==> src/rtl/ess_pkg.sv <==
// ----------------------------------------------------------------------------
// ess_pkg
// Shared types, byte codes and classifiers for the escape sequence stripper.
// ----------------------------------------------------------------------------
package ess_pkg;

    localparam int unsigned BYTE_W = 8;

    typedef logic [BYTE_W-1:0] byte_t;

    // Byte codes that steer the parser
    localparam byte_t ESC_CODE    = 8'h1B;
    localparam byte_t CSI_CODE    = 8'h5B;  // '['
    localparam byte_t KEYPAD_CODE = 8'h3D;  // '='
    localparam byte_t PAREN_CODE  = 8'h29;  // ')'
    localparam byte_t BANG_CODE   = 8'h21;  // '!'

    localparam byte_t SJIS_LO1    = 8'h81;
    localparam byte_t SJIS_HI1    = 8'h9F;
    localparam byte_t SJIS_LO2    = 8'hE0;
    localparam byte_t SJIS_HI2    = 8'hFC;
    localparam byte_t UPPER_A     = 8'h41;
    localparam byte_t UPPER_Z     = 8'h5A;
    localparam byte_t LOWER_A     = 8'h61;
    localparam byte_t LOWER_Z     = 8'h7A;

    // Fixed-length drop counts after ESC (bytes still to go after the second)
    localparam logic [1:0] DROP_KEYPAD = 2'd2;
    localparam logic [1:0] DROP_PAREN  = 2'd1;

    typedef struct packed {
        byte_t data_byte;
        logic  text_end;
    } item_t;

    typedef struct packed {
        byte_t out_byte;
        logic  byte_present;
        logic  stream_end;
    } res_t;

    // Parser to top: state visible for checking
    typedef struct packed {
        logic idle;
    } par_stat_t;

    // Output queue to top
    typedef struct packed {
        logic       space;
        logic [1:0] level;
    } buf_stat_t;

    function automatic logic is_sjis_lead(input byte_t b);
        return ((b >= SJIS_LO1) && (b <= SJIS_HI1)) ||
               ((b >= SJIS_LO2) && (b <= SJIS_HI2));
    endfunction

    function automatic logic is_ascii_letter(input byte_t b);
        return ((b >= UPPER_A) && (b <= UPPER_Z)) ||
               ((b >= LOWER_A) && (b <= LOWER_Z));
    endfunction

endpackage

==> src/rtl/ess_if.sv <==
// ----------------------------------------------------------------------------
// ess_in_if / ess_out_if
// Valid/ready channels for text bytes in and stripped results out.
// ----------------------------------------------------------------------------
interface ess_in_if;
    logic                 valid;
    logic                 ready;
    ess_pkg::byte_t       data_byte;
    logic                 text_end;

    modport source (output valid, output data_byte, output text_end, input ready);
    modport sink   (input valid, input data_byte, input text_end, output ready);
endinterface

interface ess_out_if;
    logic                 valid;
    logic                 ready;
    ess_pkg::byte_t       out_byte;
    logic                 byte_present;
    logic                 stream_end;

    modport source (output valid, output out_byte, output byte_present,
                    output stream_end, input ready);
    modport sink   (input valid, input out_byte, input byte_present,
                    input stream_end, output ready);
endinterface

==> src/rtl/ess_parser.sv <==
// ----------------------------------------------------------------------------
// ess_parser
// Escape sequence state machine: decides per byte whether it is kept.
// ----------------------------------------------------------------------------
module ess_parser
(
    input  logic               clk,
    input  logic               rst_n,
    input  logic               step,
    input  ess_pkg::item_t     item,
    output logic               res_valid,
    output ess_pkg::res_t      res,
    output ess_pkg::par_stat_t stat
);
    import ess_pkg::*;

    typedef enum logic [2:0] {
        MODE_IDLE      = 3'd0,
        MODE_ESC_SEEN  = 3'd1,
        MODE_IN_CSI    = 3'd2,
        MODE_CSI_TRAIL = 3'd3,
        MODE_DROPPING  = 3'd4
    } mode_t;

    mode_t      mode_reg, mode_next;
    logic [1:0] drop_reg, drop_next;
    logic       keep;
    byte_t      b;

    assign b = item.data_byte;

    always_comb
    begin
        mode_next = mode_reg;
        drop_next = drop_reg;
        keep      = 1'b0;
        unique case (mode_reg)
            MODE_ESC_SEEN:
            begin
                priority if (b == CSI_CODE)
                begin
                    mode_next = MODE_IN_CSI;
                end
                else if (b == KEYPAD_CODE)
                begin
                    mode_next = MODE_DROPPING;
                    drop_next = DROP_KEYPAD;
                end
                else if ((b == PAREN_CODE) || (b == BANG_CODE))
                begin
                    mode_next = MODE_DROPPING;
                    drop_next = DROP_PAREN;
                end
                else
                begin
                    mode_next = MODE_IDLE;
                end
            end
            MODE_IN_CSI:
            begin
                priority if (is_ascii_letter(b))
                begin
                    mode_next = MODE_IDLE;
                end
                else if (is_sjis_lead(b))
                begin
                    mode_next = MODE_CSI_TRAIL;
                end
                else
                begin
                    mode_next = MODE_IN_CSI;
                end
            end
            MODE_CSI_TRAIL:
            begin
                mode_next = MODE_IN_CSI;
            end
            MODE_DROPPING:
            begin
                if (drop_reg <= 2'd1)
                begin
                    drop_next = 2'd0;
                    mode_next = MODE_IDLE;
                end
                else
                begin
                    drop_next = drop_reg - 2'd1;
                end
            end
            default:
            begin
                // idle, and unreachable codes behave as idle
                if (b == ESC_CODE)
                begin
                    mode_next = MODE_ESC_SEEN;
                    drop_next = 2'd0;
                end
                else
                begin
                    mode_next = MODE_IDLE;
                    keep      = 1'b1;
                end
            end
        endcase
        if (item.text_end)
        begin
            mode_next = MODE_IDLE;
            drop_next = 2'd0;
        end
    end

    assign res_valid        = keep | item.text_end;
    assign res.out_byte     = keep ? b : '0;
    assign res.byte_present = keep;
    assign res.stream_end   = item.text_end;
    assign stat.idle        = (mode_reg == MODE_IDLE) && (drop_reg == 2'd0);

    always_ff @(posedge clk or negedge rst_n)
    begin
        if (!rst_n)
        begin
            mode_reg <= MODE_IDLE;
            drop_reg <= 2'd0;
        end
        else if (step)
        begin
            mode_reg <= mode_next;
            drop_reg <= drop_next;
        end
    end

endmodule

==> src/rtl/ess_out_buf.sv <==
// ----------------------------------------------------------------------------
// ess_out_buf
// Two-entry result queue so the parser keeps running while a result waits.
// ----------------------------------------------------------------------------
module ess_out_buf
(
    input  logic               clk,
    input  logic               rst_n,
    input  logic               push,
    input  ess_pkg::res_t      push_res,
    output ess_pkg::buf_stat_t stat,
    ess_out_if.source          result
);
    import ess_pkg::*;

    res_t       head_reg, head_next;
    res_t       tail_reg, tail_next;
    logic [1:0] level_reg, level_next;
    logic       pop;

    assign pop = result.valid && result.ready;

    always_comb
    begin
        head_next  = head_reg;
        tail_next  = tail_reg;
        level_next = level_reg;
        unique case ({push, pop})
            2'b10:
            begin
                if (level_reg == 2'd0)
                begin
                    head_next = push_res;
                end
                else
                begin
                    tail_next = push_res;
                end
                level_next = level_reg + 2'd1;
            end
            2'b01:
            begin
                head_next  = tail_reg;
                level_next = level_reg - 2'd1;
            end
            2'b11:
            begin
                if (level_reg == 2'd1)
                begin
                    head_next = push_res;
                end
                else
                begin
                    head_next = tail_reg;
                    tail_next = push_res;
                end
            end
            default:
            begin
                level_next = level_reg;
            end
        endcase
    end

    always_ff @(posedge clk or negedge rst_n)
    begin
        if (!rst_n)
        begin
            level_reg <= 2'd0;
        end
        else
        begin
            level_reg <= level_next;
        end
    end

    always_ff @(posedge clk)
    begin
        head_reg <= head_next;
        tail_reg <= tail_next;
    end

    assign stat.space          = (level_reg < 2'd2);
    assign stat.level          = level_reg;
    assign result.valid        = (level_reg != 2'd0);
    assign result.out_byte     = head_reg.out_byte;
    assign result.byte_present = head_reg.byte_present;
    assign result.stream_end   = head_reg.stream_end;

endmodule

==> src/rtl/escape_sequence_stripper_unit.sv <==
// ----------------------------------------------------------------------------
// escape_sequence_stripper_unit
// Strips terminal escape sequences from a Shift-JIS/ASCII byte stream.
// ----------------------------------------------------------------------------
// Takes one text byte per cycle while the result queue has room and passes on
// every byte outside an escape sequence; a byte flagged as the text end always
// yields one result marked stream_end, with or without a kept byte. Throughput
// is one byte per clock while the result side keeps taking. A result passes
// through the input register and then the two-entry result queue before it
// shows on the output; the queue also lets the input side keep running after
// the result side stalls, until the queue is full. Dropped bytes without the
// end flag produce nothing at the output.
module escape_sequence_stripper_unit
(
    input  logic       clk,
    input  logic       rst_n,
    ess_in_if.sink     text_stream,
    ess_out_if.source  clean_stream
);
    import ess_pkg::*;

    item_t     item_reg;
    logic      valid_reg;
    logic      advance;
    logic      res_valid;
    res_t      res;
    par_stat_t par_stat;
    buf_stat_t buf_stat;

    // stage advances only when the queue has room for a possible result
    assign advance           = valid_reg && buf_stat.space;
    assign text_stream.ready = !valid_reg || buf_stat.space;

    always_ff @(posedge clk or negedge rst_n)
    begin
        if (!rst_n)
        begin
            valid_reg <= 1'b0;
        end
        else if (text_stream.ready)
        begin
            valid_reg <= text_stream.valid;
        end
    end

    always_ff @(posedge clk)
    begin
        if (text_stream.valid && text_stream.ready)
        begin
            item_reg.data_byte <= text_stream.data_byte;
            item_reg.text_end  <= text_stream.text_end;
        end
    end

    ess_parser u_parser
    (
        .clk       (clk),
        .rst_n     (rst_n),
        .step      (advance),
        .item      (item_reg),
        .res_valid (res_valid),
        .res       (res),
        .stat      (par_stat)
    );

    ess_out_buf u_out_buf
    (
        .clk      (clk),
        .rst_n    (rst_n),
        .push     (advance && res_valid),
        .push_res (res),
        .stat     (buf_stat),
        .result   (clean_stream)
    );

    a_end_gives_result: assert property (@(posedge clk) disable iff (!rst_n)
        (advance && item_reg.text_end) |-> (res_valid && res.stream_end))
        else $error("end request without end result");

    a_end_to_idle: assert property (@(posedge clk) disable iff (!rst_n)
        (advance && item_reg.text_end) |=> par_stat.idle)
        else $error("parser not idle after end of text");

    a_queue_bound: assert property (@(posedge clk) disable iff (!rst_n)
        buf_stat.level != 2'd3)
        else $error("result queue overfilled");

    a_dropped_empty: assert property (@(posedge clk) disable iff (!rst_n)
        (advance && res_valid && !res.byte_present) |-> (res.out_byte == '0))
        else $error("dropped result carries a byte");

endmodule
==> src/flat_wrapper.sv <==
// flat-port wrapper written by rule: the top's interface ports become plain ports
module escape_sequence_stripper_unit_flat import ess_pkg::*;
  (clk, rst_n, text_stream_valid, text_stream_data_byte, text_stream_text_end, text_stream_ready, clean_stream_valid, clean_stream_out_byte, clean_stream_byte_present, clean_stream_stream_end, clean_stream_ready);
  ess_in_if text_stream_i ();
  ess_out_if clean_stream_i ();
  input  logic clk;
  input  logic rst_n;
  input wire logic [$bits(text_stream_i.valid)-1:0] text_stream_valid;
  input wire logic [$bits(text_stream_i.data_byte)-1:0] text_stream_data_byte;
  input wire logic [$bits(text_stream_i.text_end)-1:0] text_stream_text_end;
  output wire logic [$bits(text_stream_i.ready)-1:0] text_stream_ready;
  output wire logic [$bits(clean_stream_i.valid)-1:0] clean_stream_valid;
  output wire logic [$bits(clean_stream_i.out_byte)-1:0] clean_stream_out_byte;
  output wire logic [$bits(clean_stream_i.byte_present)-1:0] clean_stream_byte_present;
  output wire logic [$bits(clean_stream_i.stream_end)-1:0] clean_stream_stream_end;
  input wire logic [$bits(clean_stream_i.ready)-1:0] clean_stream_ready;
  assign text_stream_i.valid = text_stream_valid;
  assign text_stream_i.data_byte = text_stream_data_byte;
  assign text_stream_i.text_end = text_stream_text_end;
  assign text_stream_ready = text_stream_i.ready;
  assign clean_stream_valid = clean_stream_i.valid;
  assign clean_stream_out_byte = clean_stream_i.out_byte;
  assign clean_stream_byte_present = clean_stream_i.byte_present;
  assign clean_stream_stream_end = clean_stream_i.stream_end;
  assign clean_stream_i.ready = clean_stream_ready;
  escape_sequence_stripper_unit u_core (.clk(clk), .rst_n(rst_n), .text_stream(text_stream_i), .clean_stream(clean_stream_i));
endmodule
==> config.mk <==
export PLATFORM = sky130hd
export DESIGN_NAME = escape_sequence_stripper_unit_flat
export DESIGN_NICKNAME = d
export VERILOG_FILES = /design/src/rtl/ess_pkg.sv /design/src/rtl/ess_if.sv /design/src/rtl/ess_parser.sv /design/src/rtl/ess_out_buf.sv /design/src/rtl/escape_sequence_stripper_unit.sv /design/src/flat_wrapper.sv
export SDC_FILE = /design/constraint.sdc
export NUM_CORES = 1
export LEC_CHECK = 0
export CORE_MARGIN = 5
export CORE_UTILIZATION = 59
export CTS_BUF_LIST = sky130_fd_sc_hd__clkbuf_8
export CTS_CLUSTER_SIZE = 12
export DETAILED_ROUTE_END_ITERATION = 10
export DONT_BUFFER_PORTS = 1
export GPL_TIMING_DRIVEN = 0
export PLACE_DENSITY = 0.78
export SYNTH_ARGS = -nofsm -noshare
export SYNTH_HDL_FRONTEND = slang
export SYNTH_SLANG_ARGS = --single-unit
export TNS_END_PERCENT = 5
==> constraint.sdc <==
create_clock -name clk -period 2.5 [get_ports clk]
set_input_delay 0.5 -clock clk [delete_from_list [all_inputs] [get_ports clk]]
set_output_delay 0.5 -clock clk [all_outputs]
set_load 0.01 [all_outputs]
### Word level (Yosys, flattened, before mapping)

Index checks and enable logic that the tools add are counted.

* add/subtract/negate cells: 3
* magnitude comparators: 10
* equality and inequality tests: 20
* mux-type cells: 26
* bitwise gates (word level): 1
* reduce and logical (&&, ||, !) cells: 25

Operators with widths (number)
* $mux W10: 4
* $pmux W10 S3: 1
* $eq A8 B6 Y1 const B: 3
* $pmux W10 S2: 1
* $ge A8 B7 Y1 const B: 2
* $ge A8 B8 Y1 const B: 2
* $le A8 B7 Y1 const B: 2
* $le A8 B8 Y1 const B: 2
* $mux W3: 5
* $mux W2: 7
* $pmux W3 S4: 1
* $eq A8 B5 Y1 const B: 1
* $eq A8 B7 Y1 const B: 1
* $logic_and A1 B1 Y1: 8
* $mux W8: 1
* $eq A3 B2 Y1 const B: 2
* $ne A2 B2 Y1 const B: 3
* $ne A3 B2 Y1 const B: 2
* $pmux W2 S3: 1
* $reduce_bool A2 Y1: 3
* $reduce_and A5 Y1: 1
* $eq A2 B1 Y1 const B: 2
* $eq A2 B2 Y1 const B: 2
* $logic_or A1 B1 Y1: 4
* other kinds (19): 24

* register bits after elaboration: 37
* bits of input ports: 13
* output and inout bits: 12
* logic and storage cells: 97

### Depth between registers and ports, before layout

Gate-level depths: netlist (run 1).

* depth after elaboration: 8
* gate-level depth with buffers: 11
* depth with buffers taken out: 10

### Hierarchy

Synthesis (run 1) repeated with hierarchy kept, for this count alone.

* cells, all modules: 168
* area total of the unflattened synthesis: 2069.5 µm²

By module, submodules not included
* ess_out_buf: times used 1, cells an instance 79, area each 1154.9 µm², sequential area each 650.6 µm²
* ess_parser: times used 1, cells an instance 74, area each 578.1 µm², sequential area each 125.1 µm²
* escape_sequence_stripper_unit: times used 1, cells an instance 15, area each 336.6 µm², sequential area each 295.3 µm²

### Worst setup path before layout (run 1)

Ideal clock, no wire load.

* kind: register to register
* from: register u_core.item_reg[3] in the netlist's numbering
* to: register u_core.u_out_buf.tail_reg[0] in the netlist's numbering, enable pin
* library setup time: 0.380 ns
* arrival: 2.230 ns
* required time: 2.120 ns
* setup slack: -0.111 ns
* cell stages (with the launch flop): 11
* path buffers: 1
* clock period less this slack: 2.611 ns
* cells stage by stage: edfxtp_1 -> and4bb_1 -> nand3_1 -> nor2b_4 -> buf_6 -> o21ai_1 -> inv_1 -> ha_1 -> nand2_1 -> o21ai_0 -> a21oi_1

RTL lines
* start: declaration: line escape_sequence_stripper_unit.sv:22 `item_t item_reg;`
* end signal: assignment: line ess_out_buf.sv:80 `tail_reg <= tail_next;`
* end: declaration: line ess_out_buf.sv:17 `res_t tail_reg, tail_next;`

==> results of run 1 <==
[area by class of cell]
| cell class | count | area [um2] |
|---|---|---|
| Buffer | 3 | 27.53 |
| Clock buffer | 5 | 68.82 |
| Clock inverter | 3 | 68.82 |
| Fill cell | 166 | 709.4 |
| Inverter | 9 | 33.78 |
| Multi-Input combinational cell | 90 | 696.9 |
| Sequential cell | 37 | 1071 |
| Tap cell | 31 | 38.79 |
| Timing Repair Buffer | 10 | 90.09 |
[worst reg2reg max path, cell delays in order (launching register included)]
cell,delay [ns]
edfxtp_1,0.39
and4bb_1,0.32
nand3_1,0.13
nor2b_4,0.15
buf_6,0.14
o21ai_4,0.15
inv_1,0.09
ha_2,0.25
a21oi_4,0.20
nor2b_4,0.05
buf_6,0.13
a22o_1,0.19
[stage by stage]
step	std cells	total power, mW	util	setup WS, ns
floorplan	139	1.439	-	0.03235
global placement	170	1.518	0.6436	-0.2134
detailed placement	170	1.558	0.6436	-0.2942
CTS	183	2.225	0.7141	0.003471
global route	188	2.445	0.7471	-0.03358
finish	188	2.308	0.7471	0.05226
[final timing paths]
path | start | endpoint | slack, ns
worst max-delay path | u_core.item_reg[6] | u_core.u_out_buf.result.out_byte[6] | 0.05
worst min-delay path | text_stream_data_byte[4] | u_core.item_reg[5] | 0.30
worst max register to register | u_core.item_reg[6] | u_core.u_out_buf.result.out_byte[6] | 0.05
worst min register to register | u_core.u_parser.drop_reg[1] | u_core.u_parser.drop_reg[1] | 0.53
max in group asynchronous | rst_n | u_core.u_parser.mode_reg[1] | 1.66
min in group asynchronous | rst_n | u_core.u_out_buf.level_reg[1] | 0.56
[per-layer routing]
layer  share of wire  wire length (um)  GRT usage
met5               0                 0          0
met4           0.021                72    0.07652
met3           0.038               128    0.05872
met2            0.52              1758     0.2964
met1            0.42              1406     0.1831
[synthesized netlist by cell type]
| cell | count | share of area |
|---|---|---|
| buf_6 | 2 | 0.013 |
| a21boi_0 | 1 | 0.0043 |
| buf_2 | 1 | 0.0028 |
| o21ai_0 | 6 | 0.017 |
| a222oi_1 | 1 | 0.0057 |
| xnor2_1 | 3 | 0.015 |
| nor2_1 | 5 | 0.011 |
| a41oi_1 | 1 | 0.0050 |
| nor2b_4 | 2 | 0.016 |
| or4_1 | 1 | 0.0043 |
| inv_2 | 1 | 0.0021 |
| a21o_1 | 1 | 0.0043 |
| nor3b_2 | 1 | 0.0071 |
| ha_1 | 5 | 0.035 |
| and4bb_1 | 1 | 0.0071 |
| a21oi_1 | 5 | 0.014 |
| nor2_2 | 1 | 0.0036 |
| o21a_1 | 1 | 0.0043 |
| and3_1 | 1 | 0.0036 |
| edfxtp_1 | 29 | 0.49 |
| nand3_1 | 5 | 0.014 |
| nand4_1 | 1 | 0.0036 |
| nor3_1 | 1 | 0.0028 |
| xnor2_2 | 1 | 0.0092 |
| dfrtp_1 | 8 | 0.11 |
| o41ai_1 | 2 | 0.0099 |
| o31a_1 | 1 | 0.0050 |
| o2111ai_1 | 2 | 0.0099 |
| nor3b_1 | 1 | 0.0043 |
| o21ai_1 | 5 | 0.014 |
| inv_1 | 8 | 0.017 |
| nor2b_1 | 6 | 0.021 |
| nand2b_1 | 3 | 0.011 |
| and2_1 | 6 | 0.021 |
| a22o_1 | 9 | 0.045 |
| nor4b_1 | 1 | 0.0050 |
| o211a_1 | 1 | 0.0057 |
| nand2_1 | 9 | 0.019 |
[logic make-up (layout without fill, tap and decap cells)]
kind of cell    count (synthesis)  count (layout)  synth area share
xor+xnor                        4               4           0.02414
buf+inv                        12              30           0.03477
fa+ha+maj                       5               5           0.03549
compound gates                 36              36            0.1441
simple gates                   45              45            0.1540
flops                          37              37            0.6075
[cells in the final DEF, fill, tap and decap left out, drive strengths merged]
cell / n
a21o: 1
a21boi: 1
nor2b: 8
nor3b: 2
o21a: 1
a41oi: 1
and4bb: 1
ha: 5
nor2: 6
inv: 10
a222oi: 1
a21oi: 5
nand4: 1
clkbuf: 5
nor4b: 1
nand3: 5
dfrtp: 8
o31a: 1
and2: 6
nand2b: 3
o41ai: 2
nor3: 1
o21ai: 11
edfxtp: 29
and3: 1
or4: 1
o211a: 1
dlygate4sd3: 1
a22o: 9
bufinv: 2
o2111ai: 2
xnor2: 4
nand2: 9
buf: 12
[repair_timing]
item | 4_1_cts | 5_1_grt
endpoints found under the setup margin | 20 | 20
setup buffers | 4 | 5
endpoints found under the hold margin | 8 | 0
resized for setup | 5 | 7
hold buffers | 1 | 0
pin swaps | 1 | 2
[report_power, final]
part	total (mW)	internal (mW)	leakage (nW)	switching, mW
combinational	0.652	0.274	0.376	0.377
clock	0.619	0.401	0.0687	0.218
sequential	1.04	0.919	0.381	0.119
==> flow_summary.json, run 1 <==
{
  "status": "finished clean",
  "synth_fp_nets": 157,
  "drv_slew": 0,
  "clock_sink_count": 37,
  "required_ns": 2.54,
  "hold_viol": 0,
  "synth.distinct_cells": 38,
  "routed_wl_mm": 3.365,
  "ys_seq_area_frac": 0.6075,
  "path_max_fanout": 9,
  "fin_crit_sh": 0.9791,
  "drt-initial-drc-count": 62,
  "viasPerCell": 6.261,
  "largest_register_ffs": 10,
  "final_cell_area_mm2": 0.002096,
  "antenna_found_initial": 0,
  "crit_family": "simple AND/OR/NAND/NOR gates",
  "num_vias": 1177,
  "htree_levels": 2,
  "fin_setup_tns_ns": 0,
  "cp.depth": 11,
  "postPlaceCellArea_mm2": 0.001805,
  "relSlewSlack": 0.4952,
  "critical-path-slowest-cell": "edfxtp_1",
  "antenna_cells": 0,
  "hold_class": "primary input to register",
  "min_period_ns": 2.448,
  "grt_use_total": 0.1685,
  "grt_pass1_vias": 1183,
  "clk_latency_ns": 0.29,
  "start_util": 0.6285,
  "setup-violations-final": 0,
  "drv_cap": 0,
  "critPathArrivalTime_ns": 2.49,
  "vdd_drop_max_mv": 0.6426,
  "crit_path_start_kind": "register",
  "overflow": 0,
  "cts_buffers": 5,
  "power_leakage_nw": 0.8259,
  "cts_buffer_depth": 2,
  "cts_tree": "done",
  "critPathKind": "register to register",
  "area_growth_pct": 18.88,
  "fin_skew_ns": 0.006968,
  "rows": 19,
  "worst-path-buf-inv": 3,
  "drive_above_1_share": 0.2102,
  "final_nets": 174,
  "synth_area_mm2": 0.001763,
  "die_w_um": 64.66,
  "fp.dieH_um": 64.66,
  "synthCells": 139,
  "grt_pass1_wl_mm": 5.375,
  "whs_path_depth": 0,
  "boundaryPins": 25,
  "synth-seq-cells": 37,
  "wl_per_cell_um": 17.90,
  "portBuffers": 0,
  "grt_max_degree": 14,
  "timing.critical_path.cells": "and4bb_1 > nand3_1 > nor2b_4 > buf_6 > o21ai_4 > inv_1 > ha_2 > a21oi_4 > nor2b_4 > buf_6 > a22o_1",
  "core_area_mm2": 0.002805,
  "drtAntennaViolNets": 0,
  "fmax_mhz": 408.5,
  "drt-pass1-iter-count": 4,
  "slowest_delay_ns": 0.39,
  "whs_ns": 0.3038,
  "dieArea_mm2": 0.004181,
  "synth.avg_cell_area_um2": 12.68,
  "ff2ff_path_depth": 11,
  "drc": 0,
  "cts_root_buffer": "clkbuf_8",
  "hpwlAfterDp_mm": 2.185,
  "tightest_slew_ns": 0.7522,
  "critPathCaptureType": "register",
  "power_density_mw_per_mm2": 1101,
  "routabilityCongestion": 0.8109,
  "ys_warn_count": 0,
  "clkTransAtPathRegs_ns": 0.07
}
Power figures use the tool's default switching activity.
==> run 2, diff against run 1 <==
--- a/config.mk
+++ b/config.mk
@@ -5,6 +5,7 @@
 export SDC_FILE = /design/constraint.sdc
 export NUM_CORES = 1
 export LEC_CHECK = 0
+export ABC_AREA = 1
 export CORE_MARGIN = 5
 export CORE_UTILIZATION = 59
 export CTS_BUF_LIST = sky130_fd_sc_hd__clkbuf_8
==> run 2 against run 1 <==
Against the previous run: register-to-register slack better by 0.10 ns; utilization is 7.4 points lower; final area is 1.1% lower; largest power group unchanged; highest routed layer unchanged.
==> flow_summary.json, run 2 <==
{
  "ys_warn_count": 0,
  "dieArea_mm2": 0.004462,
  "cts_setup_buffers": 0,
  "worst-path-buf-inv": 2,
  "synthTopCellsByCount": "nand2_1 (58), inv_1 (31), edfxtp_1 (29), nor2_1 (15)",
  "grt_pass1_vias": 1260,
  "cts_tree": "done",
  "power_leakage_nw": 0.9170,
  "clock_sink_count": 37,
  "cts_root_buffer": "clkbuf_8",
  "synth.most_common_cell": "nand2_1",
  "critPathArrivalTime_ns": 2.25,
  "routed_wl_mm": 2.953,
  "fin_skew_ns": 0.004048,
  "crit_family": "compound AO/OA/AOI/OAI gates",
  "n_fill_cell": 247,
  "fmax_mhz": 426.5,
  "cts_buffer_depth": 2,
  "vdd_drop_max_mv": 0.3299,
  "final_cell_mix": "nand2_1 (57), inv_1 (30), edfxtp_1 (29)",
  "final_core_util": 0.6732,
  "synth_area_leaders": "edfxtp_1 (46%), nand2_1 (11%), dfrtp_1 (11%), inv_1 (6.1%), nor2_4 (4.7%)",
  "synth_top_area_share": 0.4576,
  "hold_class": "primary input to register",
  "die_w_um": 66.80,
  "cp_common_cell": "nand2_2",
  "hold_viol": 0,
  "synth_area_mm2": 0.001903,
  "critical-path-slowest-cell": "o21ai_0",
  "min_period_ns": 2.345,
  "antenna_cells": 0,
  "drc": 0,
  "portBuffers": 0,
  "cts_buffers": 5,
  "drv_slew": 0,
  "drive_above_1_share": 0.1449,
  "fp.dieH_um": 66.80,
  "synthCells": 205,
  "synth_edf_count": 29,
  "clk_latency_ns": 0.28,
  "synth.distinct_cells": 22,
  "boundaryPins": 25,
  "largest_register_ffs": 10,
  "final_common_cell": "nand2_1",
  "drt-initial-drc-count": 73,
  "tightest_slew_ns": 1.159,
  "required_ns": 2.40,
  "final_cell_area_mm2": 0.002072,
  "synth.avg_cell_area_um2": 9.283,
  "power_density_mw_per_mm2": 952.7,
  "synth_fp_nets": 223,
  "yosysTopAreaCell": "edfxtp_1",
  "htree_levels": 2,
  "num_vias": 1302,
  "drv_cap": 0,
  "critPathKind": "register to register",
  "clkTransAtPathRegs_ns": 0.07,
  "relSlewSlack": 0.2193,
  "path_max_fanout": 10,
  "status": "finished clean",
  "synth_ff_type": "edfxtp_1",
  "overflow": 0,
  "ys_seq_area_frac": 0.5628,
  "grt_setup_unrepaired": "true",
  "viasPerCell": 5.047,
  "grt_use_total": 0.1554,
  "setup-violations-final": 0,
  "rows": 20,
  "fin_crit_sh": 0.9378,
  "synth-seq-cells": 37,
  "wl_per_cell_um": 11.45,
  "antenna_found_initial": 0,
  "slowest_delay_ns": 0.90,
  "postSynth.asyncResetShare": 0.2162,
  "drtAntennaViolNets": 0,
  "grt_max_degree": 13,
  "timing.critical_path.cells": "buf_4 > inv_1 > nand2_2 > nand2_2 > nand3_2 > nand2_1 > nand2_2 > o21ai_0",
  "crit_path_start_kind": "register",
  "drt-pass1-iter-count": 4,
  "postPlaceCellArea_mm2": 0.001958,
  "core_area_mm2": 0.003078,
  "final_nets": 231,
  "power_mw": 1.974,
  "area_growth_pct": 8.876,
  "critPathCaptureType": "register",
  "start_util": 0.6183,
  "grt_pass1_wl_mm": 5.154,
  "hpwlAfterDp_mm": 2.326,
  "routabilityCongestion": 0.7579
}
-- run 2: routing by layer --
metal / global-route usage / part of all wire / wire length, um / vias up
met5: 0 / 0 / 0 / -
met4: 0.05330 / 0.015 / 44 / 0
met2: 0.2698 / 0.49 / 1449 / 27
met3: 0.05228 / 0.047 / 139 / 7
li1: - / - / - / 677
met1: 0.1774 / 0.45 / 1318 / 591
-- run 2: final cells by class --
class,instances,area [um2],area share
timing repair buffer,1,10.01,0.004831
buffer,2,18.77,0.009058
tap,44,55.05,0.02657
clock buffer,5,68.82,0.03321
multi-input combinational,132,703.2,0.3394
clock inverter,3,17.52,0.008454
sequential,37,1071,0.5169
inverter,34,127.6,0.06159
-- run 2: repair_timing --
action	CTS	global route
hold buffers	1	0
resized for setup	1	4
setup endpoints to repair	10	30
hold endpoints to repair	8	0
-- run 2: power breakdown --
group / internal (mW) / total [mW] / switching, mW
Sequential: 0.921 / 1.04 / 0.117
Combinational: 0.178 / 0.537 / 0.360
Clock: 0.192 / 0.399 / 0.207
-- run 2: kinds of logic after synthesis --
kind of cell / Yosys count / synth area share
flops: 37 / 0.5628
simple gates: 101 / 0.2505
fa+ha+maj: 5 / 0.03287
buf+inv: 36 / 0.07692
xor+xnor: 2 / 0.009206
compound gates: 24 / 0.06772
-- run 2: worst paths after layout --
check / start / endpoint / slack (ns) / cells past startpoint
setup / recovery: u_core.u_parser.mode_reg[2] / u_core.u_out_buf.result.out_byte[4] / 0.16 / 8
hold / removal: text_stream_data_byte[7] / u_core.item_reg[8] / 0.31 / 0
setup reg to reg: u_core.u_parser.mode_reg[2] / u_core.u_out_buf.result.out_byte[4] / 0.16 / 8
hold reg to reg: u_core.u_out_buf.level_reg[0] / u_core.u_out_buf.level_reg[0] / 0.50 / 1
max in group asynchronous: rst_n / u_core.u_parser.mode_reg[1] / 1.66 / 1
min in group asynchronous: rst_n / u_core.u_out_buf.level_reg[1] / 0.57 / 1
-- run 2: through the flow --
step | worst slack (ns) | instances | hold WS [ns] | setup TNS, ns
6_report | 0.1554 | 258 | 0.3055 | 0
5_1_grt | -0.03797 | 258 | 0.2874 | -0.5151
4_1_cts | 0.04972 | 258 | 0.3021 | 0
3_5_place_dp | -0.2115 | 249 | 0.2046 | -2.111
3_3_place_gp | -0.1256 | 249 | 0.2046 | -1.254
2_1_floorplan | 0.1675 | 205 | 0.2044 | 0
